$ cat src/hw/rtl/rpe_pkg.sv
// Package of the rational polynomial evaluator: register indexes, fixed widths,
// clamp limits and the control words that travel down the cell chains.
// Depends on nothing; every other file of the block uses it.
package rpe_pkg;

  localparam int COEF_W = 32;
  localparam int ACC_W  = 64;
  localparam int NREGS  = 8;
  localparam int IDX_W  = 8;

  localparam logic [IDX_W-1:0] REG_NUM0 = 8'd0;
  localparam logic [IDX_W-1:0] REG_DEN0 = 8'd4;

  localparam logic [COEF_W-1:0] DEN0_RESET = 32'h0001_0000;

  localparam logic signed [65:0] ACC_LIM = 66'sh0_2000_0000_0000_0000;

  typedef struct packed {
    logic valid;
    logic sat;
  } hc_ctl_t;

  typedef struct packed {
    logic valid;
    logic sat;
    logic neg;
    logic nneg;
    logic dz;
    logic ovf;
  } dc_ctl_t;

endpackage

$ cat src/hw/rtl/rpe_div_cell.sv
// One restoring division step: decides quotient bit BIT_POS by comparing the
// partial remainder with the shifted divisor. Depends on rpe_pkg.
module rpe_div_cell #(
  parameter int RW      = 78,
  parameter int UW      = 62,
  parameter int QW      = 48,
  parameter int BIT_POS = 0
) (
  input  logic              clk_i,
  input  logic              rst_ni,
  input  logic              en_i,
  input  rpe_pkg::dc_ctl_t  ctl_i,
  input  logic [RW-1:0]     rem_i,
  input  logic [UW-1:0]     ud_i,
  input  logic [QW-1:0]     quo_i,
  output rpe_pkg::dc_ctl_t  ctl_o,
  output logic [RW-1:0]     rem_o,
  output logic [UW-1:0]     ud_o,
  output logic [QW-1:0]     quo_o
);

  localparam int CW = ((RW > UW + BIT_POS) ? RW : UW + BIT_POS) + 1;

  rpe_pkg::dc_ctl_t ctl_q;
  logic [RW-1:0]    rem_q, rem_d;
  logic [UW-1:0]    ud_q;
  logic [QW-1:0]    quo_q, quo_d;
  logic [CW-1:0]    r_ext, s_ext, diff;
  logic             ge;

  always_comb begin
    r_ext = CW'(rem_i);
    s_ext = CW'(ud_i) << BIT_POS;
    diff  = r_ext - s_ext;
    ge    = (r_ext >= s_ext);
    rem_d = ge ? RW'(diff) : rem_i;
    quo_d = quo_i;
    quo_d[BIT_POS] = ge;
  end

  always_ff @(posedge clk_i or negedge rst_ni) begin
    if (!rst_ni) begin
      ctl_q <= '0;
    end else if (en_i) begin
      ctl_q <= ctl_i;
    end
  end

  always_ff @(posedge clk_i) begin
    if (en_i) begin
      rem_q <= rem_d;
      ud_q  <= ud_i;
      quo_q <= quo_d;
    end
  end

  assign ctl_o = ctl_q;
  assign rem_o = rem_q;
  assign ud_o  = ud_q;
  assign quo_o = quo_q;

endmodule
$ cat config.mk
export PLATFORM = sky130hd
export DESIGN_NAME = rpe_div_cell
export DESIGN_NICKNAME = d
export VERILOG_FILES = /design/src/hw/rtl/rpe_pkg.sv /design/src/hw/rtl/rpe_div_cell.sv
export SDC_FILE = /design/constraint.sdc
export NUM_CORES = 1
export LEC_CHECK = 0
export BUFFER_PORTS_ARGS = -buffer_cell sky130_fd_sc_hd__buf_2
export CAP_MARGIN = 40
export CORE_MARGIN = 10
export CORE_UTILIZATION = 40
export CTS_BUF_LIST = sky130_fd_sc_hd__clkbuf_16
export CTS_CLUSTER_SIZE = 24
export DETAILED_ROUTE_END_ITERATION = 8
export GPL_TIMING_DRIVEN = 1
export HOLD_SLACK_MARGIN = 0.06
export PLACE_DENSITY_LB_ADDON = 0.05
export SYNTH_ARGS = -nofsm -noshare
export SYNTH_HDL_FRONTEND = slang
export SYNTH_SLANG_ARGS = --single-unit
$ cat constraint.sdc
create_clock -name clk_i -period 1 [get_ports clk_i]
set_input_delay 0.15 -clock clk_i [delete_from_list [all_inputs] [get_ports clk_i]]
set_output_delay 0.15 -clock clk_i [all_outputs]
set_load 0.01 [all_outputs]
* After elaboration in Yosys (flattened, before gate mapping)
Cells that the tools add are included.
** Word-level totals
- Register bits :: 194
** Cells by class
- Add/sub/neg operators :: 1
- $lt $le $gt $ge :: 1
- Muxes and demuxes :: 1
** Operators with widths (number)
- $ge 78x62->1 :: 1
- $mux 78 :: 1
- $sub 78x62->78 :: 1

* Longest topological paths before layout
Gate-level depths: netlist of run 1.
- Depth after elaboration :: 2
- Mapped depth :: 17

* Worst setup path after synthesis of run 1
No wires, ideal clock.
- Kind :: input -> register
- From :: in rem_i[0]
- To :: reg rem_q[72] (netlist: rem_o[72]), data pin
- Library setup time :: 272 ps
- Data arrival time :: 2836 ps
- Data required time :: 728 ps
- Path slack :: -2108 ps
- Stages :: 14
- Cells stage by stage :: inv_1 -> ha_1 -> inv_1 -> fa_1 -> a21o_1 -> a311o_1 -> a21oi_1 -> o41ai_1 -> nor3_1 -> o31a_1 -> o21ba_2 -> o21ai_1 -> a2111oi_2 -> xor2_1
** Between the ends
- Word-level cells in the longest chain between the ends :: 2
- Elaborated cells between the ends (all ways) :: 3
- Those cells by class :: 1 x add/sub; 1 x order compare; 1 x mux
** RTL lines
- start, declared :: line rpe_div_cell.sv:13 : input logic [RW-1:0] rem_i,
- $sub 78x62->78 or $ge 78x62->1 (tied branches) :: line rpe_div_cell.sv:34, rpe_div_cell.sv:35
- $mux 78 * :: line rpe_div_cell.sv:36 : rem_d = ge ? RW'(diff) : rem_i;
- net rem_d[72] :: line rpe_div_cell.sv:25 : logic [RW-1:0] rem_q, rem_d;
- end signal, assigned :: line rpe_div_cell.sv:51 : rem_q <= rem_d;
- end, declared :: line rpe_div_cell.sv:25
Mark *: on every way through the listed nets, which the timed path passes. The rest lies on a longest branch.
A chain may end at the register's enable or synchronous reset.

* Worst setup path after layout of run 1
- From :: in rem_i[0]
- To :: reg rem_q[4] (netlist: rem_o[4]), data pin
Same word-level chain as after synthesis.

==> results of run 1 <==
==> layout make-up <==
class	instances	area (um2)
multi-input combinational	716	5660
timing repair inverter	1	8.76
antenna	7	17.5
clock buffer	17	425
tap	341	427
sequential	194	5800
timing repair buffer	870	6380
clock inverter	15	185
fill	2072	7780
inverter	82	340
==> how the worst min path moves through the flow <==
stage                           end  cells after the start
after floorplan            ctl_o[0]                      0
after global placement     ctl_o[2]                      1
after detailed placement   ctl_o[2]                      1
after CTS                 rem_o[61]                      3
after global routing      rem_o[30]                      3
final                      rem_o[6]                      3
==> stage by stage <==
step / cell area [um2] / util [%] / TNS (ps) / cells / hold WS [ps]
3_5_place_dp: 15800 / 58.6 / -180110 / 2030 / -19.7
3_3_place_gp: 15800 / 58.6 / -175860 / 2030 / -19.8
5_1_grt: 19200 / 71.2 / -171160 / 2240 / 65.6
4_1_cts: 18800 / 69.6 / -152090 / 2230 / 61.4
2_1_floorplan: 11300 / - / -148660 / 1029 / -146
6_report: 19200 / 71.2 / -153480 / 2243 / 68.8
==> per-layer routing <==
metal	global-route usage [%]	vias up	routed length, um	share of wire (%)
met1	28.8	5311	17700	40
met5	0	-	53	0.12
met3	7.33	57	3530	8.1
met4	8.06	8	963	2.2
met2	41.4	359	21500	49
li1	-	5502	-	-
==> kinds of logic (layout without fill, tap and decap cells) <==
group | Yosys count | count (layout)
xor gates and xnor gates | 76 | 76
AOI/OAI and AO/OA | 274 | 274
buffers and inverters | 119 | 985
DFF | 194 | 194
other | 0 | 7
and+or+nand+nor | 284 | 284
muxes | 19 | 19
adders and majority gates | 63 | 63
==> cell usage after synthesis (3+ instances only) <==
master	count	area share, %
and4_1	3	0.24
a21o_1	27	1.8
nor3_1	16	0.73
dfrtp_1	6	1.4
or2_2	6	0.34
mux2_2	7	0.71
and3_1	3	0.17
or3_1	10	0.57
nand3_1	16	0.73
edfxtp_1	188	51
nor2b_1	3	0.17
a31o_2	3	0.24
buf_6	3	0.31
a41oi_1	3	0.24
nor2_1	101	3.4
o211ai_1	6	0.41
buf_2	14	0.63
ha_1	62	7.0
nand2_1	68	2.3
xor2_1	32	2.5
mux2_1	12	1.2
nor4_1	10	0.57
o31ai_1	4	0.27
nand4_1	24	1.4
o21bai_1	16	1.1
a31oi_1	7	0.40
clkbuf_1	20	0.68
xnor2_1	44	3.5
o21a_1	5	0.34
a21oi_1	137	6.2
a221oi_1	3	0.24
o21ai_0	39	1.8
and2_1	8	0.45
inv_1	81	2.8
==> worst max-delay path, cell delays in order <==
cell and delay [ps]:
buf_8 100, inv_4 50, ha_4 130, inv_2 30, fa_2 330, a21o_1 180, a311o_1 330, a21oi_2 210
buf_4 140, or4b_4 140, a211oi_4 60, o211ai_1 230, and2_4 260, clkinv_8 120, buf_16 180, mux2_4 290
==> sequential cells by signal, summed over array words and instances, names as in the netlist <==
register / cells
rem_o: 78
ud_o: 62
quo_o: 48
ctl_o: 6
==> power by group through the flow <==
stage / Combinational, mW / Sequential (mW) / Clock (mW)
floorplan: 2.72 / 10.9 / 0
global placement: 6.93 / 10.4 / 0
detailed placement: 6.98 / 10.4 / 0
CTS: 7.79 / 10.2 / 7.44
global route: 8.70 / 10.3 / 7.72
finish: 8.04 / 10.2 / 7.31
==> what timing repair did <==
action                     4_1_cts  5_1_grt
hold buffers                   146        1
cloned                           7        0
pin swaps                       45       30
hold endpoints to repair       150        1
setup buffers                   18        6
setup endpoints to repair      273      273
gates resized for setup        160       72
==> results.json, run 1 <==
{
  "grt_pass1_wl_mm": 65.1,
  "skew_ps": 0,
  "synth-seq-cells": 194,
  "cts_tree": "built",
  "wire_per_inst_um": 19.5,
  "yosys_warnings": 0,
  "worstPathRequired_ps": 1190,
  "postSynth.asyncResetShare_pct": 3.09,
  "dieHeight_um": 186,
  "root_buffer": "clkbuf_16",
  "violations": "setup timing",
  "p_leak_nw": 8.64,
  "intPower_mw": 17.5,
  "slew_violations": 0,
  "status": "finished with violations",
  "min_period_ps": 2750,
  "synth_simple_gate_area_share_pct": 12.8,
  "finalCritPeriodShare_pct": 275,
  "ir_drop_v": 0.00102,
  "fin_ws_ps": -1750,
  "antenna_found_initial": 11,
  "routed_wl_mm": 43.7,
  "r2r_end": "ctl_o[5]",
  "cp-end-kind": "register",
  "synth_top_family_by_area": "compound AO/OA/AOI/OAI gates",
  "pwr_density_cell_mw_per_mm2": 1330,
  "drt_iter0_markers": 631,
  "setup_viol": 273,
  "first_global_vias": 11800,
  "path_clk_slew_ps": 80,
  "rows": 60,
  "seq_power_share_pct": 40.0,
  "io_buffer_count": 389,
  "viasPerCell": 5.01,
  "reg2reg_from": "ctl_o[5]",
  "fp.dieW_um": 186,
  "cts.sinks": 194,
  "dr.pass1.iters": 6,
  "synthXorXnorAreaFrac_pct": 6.03,
  "startpoint_type": "primary input",
  "syn-cell-area_mm2": 0.0110,
  "worstRegToRegCells": 1,
  "track_usage_pct": 24.4,
  "mostFrequentLayoutCells": "368 x buf_2, 302 x buf_4, 188 x edfxtp_1, 147 x dlygate4sd3_1, 114 x a21oi_1",
  "synthDistinctLibCells": 68,
  "clock_path_buffers": 2,
  "ant_nets": 0,
  "synth_nets": 1289,
  "swShare_pct": 31.5,
  "regToRegSetupSlack_ps": 210,
  "seq_area_frac_synth_pct": 52.5,
  "io_pins": 391,
  "drc": 0,
  "final_common_cell": "buf_2",
  "yosys_most_used_dff": "edfxtp_1",
  "pre_cts_ws_ps": -2440,
  "die-area_mm2": 0.0346,
  "hold_violations": 0,
  "drive_gt1_share_pct": 48.4,
  "cts_buffers": 17,
  "p_switching_mw": 8.07,
  "comb_power_share_pct": 31.4,
  "grt_max_degree": 42,
  "criticalPathCategory": "primary input to register",
  "vias": 11200,
  "clk_latency_ps": 440,
  "hp-start": "rem_i[6]",
  "rsz0062_at_grt": "true",
  "drv_cap": 0,
  "worstSetupEndpoint": "rem_o[4]",
  "worstPathMaxFanout": 5,
  "start_util_pct": 40.8,
  "coreArea_mm2": 0.0270,
  "slew_headroom_pct": 61.2,
  "syn_area_per_cell_um2": 10.7,
  "synth-compound-area-share_pct": 15.0,
  "final_nets": 2142,
  "grt_overflow": 0,
  "synth-adder-area-share_pct": 7.21,
  "fmaxAchievable_mhz": 363,
  "area_delta_synth_final_pct": 74.4,
  "htree_num_levels": 4,
  "hold_class": "primary input to register",
  "synth_mux_area_share_pct": 1.94,
  "synth_cells": 1029,
  "crit_arrival_ps": 2940,
  "hpwl_mm": 32.6,
  "total_power_mw": 25.6,
  "synth_edf_count": 188,
  "crit_start": "rem_i[0]",
  "worstMarginPinSlew_ps": 575,
  "clock_power_share_pct": 28.6,
  "place_congestion": 0.887
}
Power figures use the tool's default switching activity.
==> inputs of run 2 (changes only) <==
--- a/config.mk
+++ b/config.mk
@@ -7,14 +7,16 @@
 export LEC_CHECK = 0
 export BUFFER_PORTS_ARGS = -buffer_cell sky130_fd_sc_hd__buf_2
 export CAP_MARGIN = 40
-export CORE_MARGIN = 10
+export CORE_MARGIN = 4
 export CORE_UTILIZATION = 40
 export CTS_BUF_LIST = sky130_fd_sc_hd__clkbuf_16
+export CTS_CLUSTER_DIAMETER = 50
 export CTS_CLUSTER_SIZE = 24
 export DETAILED_ROUTE_END_ITERATION = 8
 export GPL_TIMING_DRIVEN = 1
 export HOLD_SLACK_MARGIN = 0.06
 export PLACE_DENSITY_LB_ADDON = 0.05
+export SKIP_CTS_REPAIR_TIMING = 1
 export SYNTH_ARGS = -nofsm -noshare
 export SYNTH_HDL_FRONTEND = slang
 export SYNTH_SLANG_ARGS = --single-unit
==> results.json, run 2 (same netlist as run 1, synthesis figures left out) <==
{
  "criticalPathCategory": "primary input to register",
  "hpwl_mm": 30.1,
  "skew_ps": 0,
  "routed_wl_mm": 41.1,
  "viasPerCell": 5.04,
  "grt_pass1_wl_mm": 57.4,
  "postLayoutCoreUtil_pct": 72.2,
  "antenna_found_initial": 8,
  "cts_tree": "built",
  "cp_num_buf_inv": 4,
  "grt_max_degree": 44,
  "pre_cts_ws_ps": -2370,
  "startpoint_type": "primary input",
  "drv_cap": 0,
  "dp_cells": 2028,
  "critPathSlowestCell": "a211o_1",
  "largest_register_ffs": 78,
  "worstMarginPinSlew_ps": 568,
  "cts_buffers": 17,
  "fin_ws_ps": -1760,
  "final_nets": 2134,
  "antenna_cells": 0,
  "crit_chain": "buf_8, inv_4, ha_4, buf_4, nand2b_4, a211o_1, a211o_1, a31o_4, a31oi_4, a21o_1, a31oi_4, o31ai_4, buf_6, nor4b_4, xor2_1",
  "first_global_vias": 10600,
  "clk_latency_ps": 440,
  "rows": 60,
  "cp-end-kind": "register",
  "path_clk_slew_ps": 80,
  "final_area_mm2": 0.0195,
  "clock_path_buffers": 2,
  "whs_ps": 44.4,
  "mostFrequentLayoutCells": "369 x buf_2, 300 x buf_4, 188 x edfxtp_1, 138 x dlygate4sd3_1, 97 x a21oi_1",
  "track_usage_pct": 23.7,
  "worstPathRequired_ps": 1180,
  "violations": "setup timing",
  "reg2reg_from": "ctl_o[5]",
  "hold_violations": 0,
  "crit_start": "rem_i[0]",
  "fmaxAchievable_mhz": 362,
  "cts.sinks": 194,
  "drc": 0,
  "setup_viol": 273,
  "p_leak_nw": 8.68,
  "ant_nets": 0,
  "io_pins": 391,
  "finalCritPeriodShare_pct": 276,
  "dr.pass1.iters": 5,
  "crit_arrival_ps": 2940,
  "htree_num_levels": 4,
  "pwr_density_cell_mw_per_mm2": 1330,
  "io_buffer_count": 389,
  "finalNonFillerCells": 2228,
  "coreArea_mm2": 0.0270,
  "hold_class": "primary input to register",
  "slew_violations": 0,
  "hp-start": "rem_i[0]",
  "crit_family": "compound AO/OA/AOI/OAI gates",
  "grt_overflow": 0,
  "slowest_delay_ps": 350,
  "fp.dieW_um": 174,
  "start_util_pct": 40.8,
  "drive_gt1_share_pct": 50.9,
  "vias": 11200,
  "status": "finished with violations",
  "place_area_mm2": 0.0158,
  "drt_iter0_markers": 690,
  "final_common_cell": "buf_2",
  "worstPathMaxFanout": 5,
  "place_congestion": 0.897,
  "die-area_mm2": 0.0303,
  "min_period_ps": 2760,
  "ir_drop_v": 0.00116,
  "wire_per_inst_um": 18.4,
  "slew_headroom_pct": 61.8,
  "rsz0062_at_grt": "true",
  "dieHeight_um": 174,
  "root_buffer": "clkbuf_16",
  "area_delta_synth_final_pct": 76.9,
  "num-fill-cells": 2014
}
## run 2: changes by cell type in the layout (fill, tap and decap cells not counted), sizes merged, moves of 2 or more
cell	delta
dlygate4sd3	-9
clkbuf	+8
buf	-7
diode	-7
clkinv	-2
## run 2: final cells by class
class                           instances  area, um2  area share (%)
Tap cell                              341        427            2.19
Sequential cell                       194       5800            29.7
Clock buffer                           17        425            2.18
Clock inverter                         15        218            1.12
Inverter                               82        345            1.77
Timing Repair Buffer                  862       6370            32.6
Timing Repair inverter                  1       8.76          0.0449
Multi-Input combinational cell        716       5930            30.4
## run 2: power breakdown
group | internal [mW] | total [mW] | switching [mW]
Sequential | 10.0 | 10.2 | 0.243
Combinational | 4.19 | 8.15 | 3.96
Clock | 3.70 | 7.52 | 3.82
## run 2: metal layers
layer / vias to the layer above / share of wire, % / track usage, %
li1: 5475 / - / -
met1: 5349 / 42 / 30.7
met5: - / 0.23 / 0
met4: 16 / 1.5 / 4.32
met3: 55 / 6.1 / 5.94
met2: 339 / 50 / 40.9
## run 2: final timing paths
check / to / cells past startpoint / slack, ps
worst max register to register: ctl_o[5] / 1 / 230
worst min-delay path: rem_o[0] / 3 / 40
worst max-delay path: rem_o[65] / 15 / -1760
worst min register to register: ctl_o[2] / 1 / 510
max in group asynchronous: ctl_o[5] / 2 / 770
min in group asynchronous: ctl_o[3] / 2 / 80
## run 2: per-stage QoR
stage	total power [mW]	setup TNS (ps)
after global placement	17.2	-177850
after detailed placement	17.3	-179380
final	25.9	-151640
after floorplan	13.6	-148660
after global routing	27.1	-166910
after CTS	24.8	-165430
## run 2: tightest hold or removal path: stages
cell,delay [ps]
buf_8,80
nor2_1,40
a21oi_1,100
==> inputs of run 3 (changes only) <==
--- a/config.mk
+++ b/config.mk
@@ -5,7 +5,6 @@
 export SDC_FILE = /design/constraint.sdc
 export NUM_CORES = 1
 export LEC_CHECK = 0
-export BUFFER_PORTS_ARGS = -buffer_cell sky130_fd_sc_hd__buf_2
 export CAP_MARGIN = 40
 export CORE_MARGIN = 4
 export CORE_UTILIZATION = 40
@@ -13,7 +12,7 @@
 export CTS_CLUSTER_DIAMETER = 50
 export CTS_CLUSTER_SIZE = 24
 export DETAILED_ROUTE_END_ITERATION = 8
-export GPL_TIMING_DRIVEN = 1
+export DONT_BUFFER_PORTS = 1
 export HOLD_SLACK_MARGIN = 0.06
 export PLACE_DENSITY_LB_ADDON = 0.05
 export SKIP_CTS_REPAIR_TIMING = 1
==> results.json, run 3 (same netlist as run 1, synthesis figures left out) <==
{
  "status": "finished with violations",
  "violations": "hold timing, setup timing",
  "worstRegToRegCells": 1,
  "worstPathMaxFanout": 7,
  "coreArea_mm2": 0.0270,
  "worstMarginPinSlew_ps": 475,
  "dp_cells": 1605,
  "drive_gt1_share_pct": 33.4,
  "antenna_cells": 0,
  "p_leak_nw": 7.10,
  "drc": 0,
  "rows": 60,
  "clk_latency_ps": 430,
  "mostFrequentLayoutCells": "259 x buf_4, 193 x dlygate4sd3_1, 188 x edfxtp_1, 108 x a21oi_1, 76 x inv_1",
  "dieHeight_um": 174,
  "hpwl_mm": 27.2,
  "pwr_density_cell_mw_per_mm2": 1370,
  "drv_cap": 0,
  "cp-end-kind": "register",
  "finalNonFillerCells": 1860,
  "final_common_cell": "buf_4",
  "antenna_found_initial": 0,
  "crit_top_cell": "buf_6",
  "hp-start": "ud_i[0]",
  "routed_wl_mm": 39.4,
  "fp.dieW_um": 174,
  "first_global_vias": 8706,
  "crit_arrival_ps": 2910,
  "hold_depth": 0,
  "slowest_delay_ps": 370,
  "cts.sinks": 194,
  "area_delta_synth_final_pct": 58.5,
  "ir_drop_v": 0.00115,
  "start_util_pct": 40.8,
  "slew_headroom_pct": 68.0,
  "total_power_mw": 23.9,
  "r2r_end": "ctl_o[2]",
  "drt_iter0_markers": 588,
  "rsz0062_at_grt": "true",
  "path_clk_slew_ps": 80,
  "whs_ps": -189,
  "hold_class": "primary input to register",
  "cp_num_buf_inv": 6,
  "clock_path_buffers": 2,
  "ant_nets": 0,
  "criticalPathCategory": "primary input to register",
  "largest_register_ffs": 78,
  "crit_family": "compound AO/OA/AOI/OAI gates",
  "place_congestion": 0.854,
  "io_buffer_count": 0,
  "viasPerCell": 5.26,
  "grt_max_degree": 195,
  "htree_num_levels": 4,
  "grt_overflow": 0,
  "fin_ws_ps": -1720,
  "wire_per_inst_um": 21.2,
  "setup_viol": 273,
  "cts_buffers": 17,
  "cts_tree": "built",
  "critPathSlowestCell": "a311o_1",
  "root_buffer": "clkbuf_16",
  "skew_ps": 0,
  "track_usage_pct": 21.6,
  "grt_pass1_wl_mm": 50.9,
  "finalCritPeriodShare_pct": 272,
  "startpoint_type": "primary input",
  "io_pins": 391,
  "die-area_mm2": 0.0303,
  "hold_violations": 120,
  "vias": 9781,
  "slew_violations": 0,
  "dr.pass1.iters": 5,
  "fmaxAchievable_mhz": 368,
  "worstPathRequired_ps": 1190,
  "reg2reg_from": "ctl_o[2]",
  "regToRegSetupSlack_ps": 170,
  "final_nets": 1766,
  "holdPathEnd": "ud_o[0]",
  "crit_chain": "inv_2, buf_4, fa_2, a21o_1, a311o_1, a21oi_2, buf_6, or4b_4, a211oi_2, o211ai_1, and2_4, clkinv_8, buf_6, clkbuf_16, mux2_4",
  "min_period_ps": 2720
}
-- run 3: final cells by class --
class	instances	area, um2
inverters	82	350
fillers	2169	9530
multi-input cells	716	5720
flip-flops and latches	194	5800
clock inverters	15	201
clock buffers	17	425
repair buffers	494	4560
repair inverters	1	16.3
well taps	341	427
-- run 3: how the worst max path moves through the flow --
stage              from         to  cells past startpoint
4_1_cts        rem_i[0]  rem_o[72]                     17
5_1_grt        rem_i[0]  rem_o[72]                     17
6_report        ud_i[1]  rem_o[45]                     15
3_5_place_dp   rem_i[0]  rem_o[72]                     17
2_1_floorplan  ud_i[18]  rem_o[10]                     14
3_3_place_gp   rem_i[0]  rem_o[72]                     17
-- run 3: power by group --
group	internal, mW	switching (mW)	leakage (nW)
logic	3.17	2.63	4.89
registers	10.1	0.900	1.91
clock network	3.45	3.70	0.300
-- run 3: routing by layer --
layer	vias to the layer above	track usage, %	share of wire, %
met5	-	0	0
met2	316	36.3	49
li1	4744	-	-
met1	4700	26.9	43
met3	21	8.70	6.4
met4	0	3.56	0.96
-- run 3: stage by stage --
step	cell area [um2]	util, %	setup TNS (ps)	worst slack, ps
global route	17500	64.7	-146950	-1810
global placement	13600	50.3	-168360	-2300
CTS	14200	52.6	-142300	-1840
finish	17500	64.7	-132600	-1720
floorplan	11300	-	-148660	-1940
detailed placement	13600	50.3	-169130	-2290
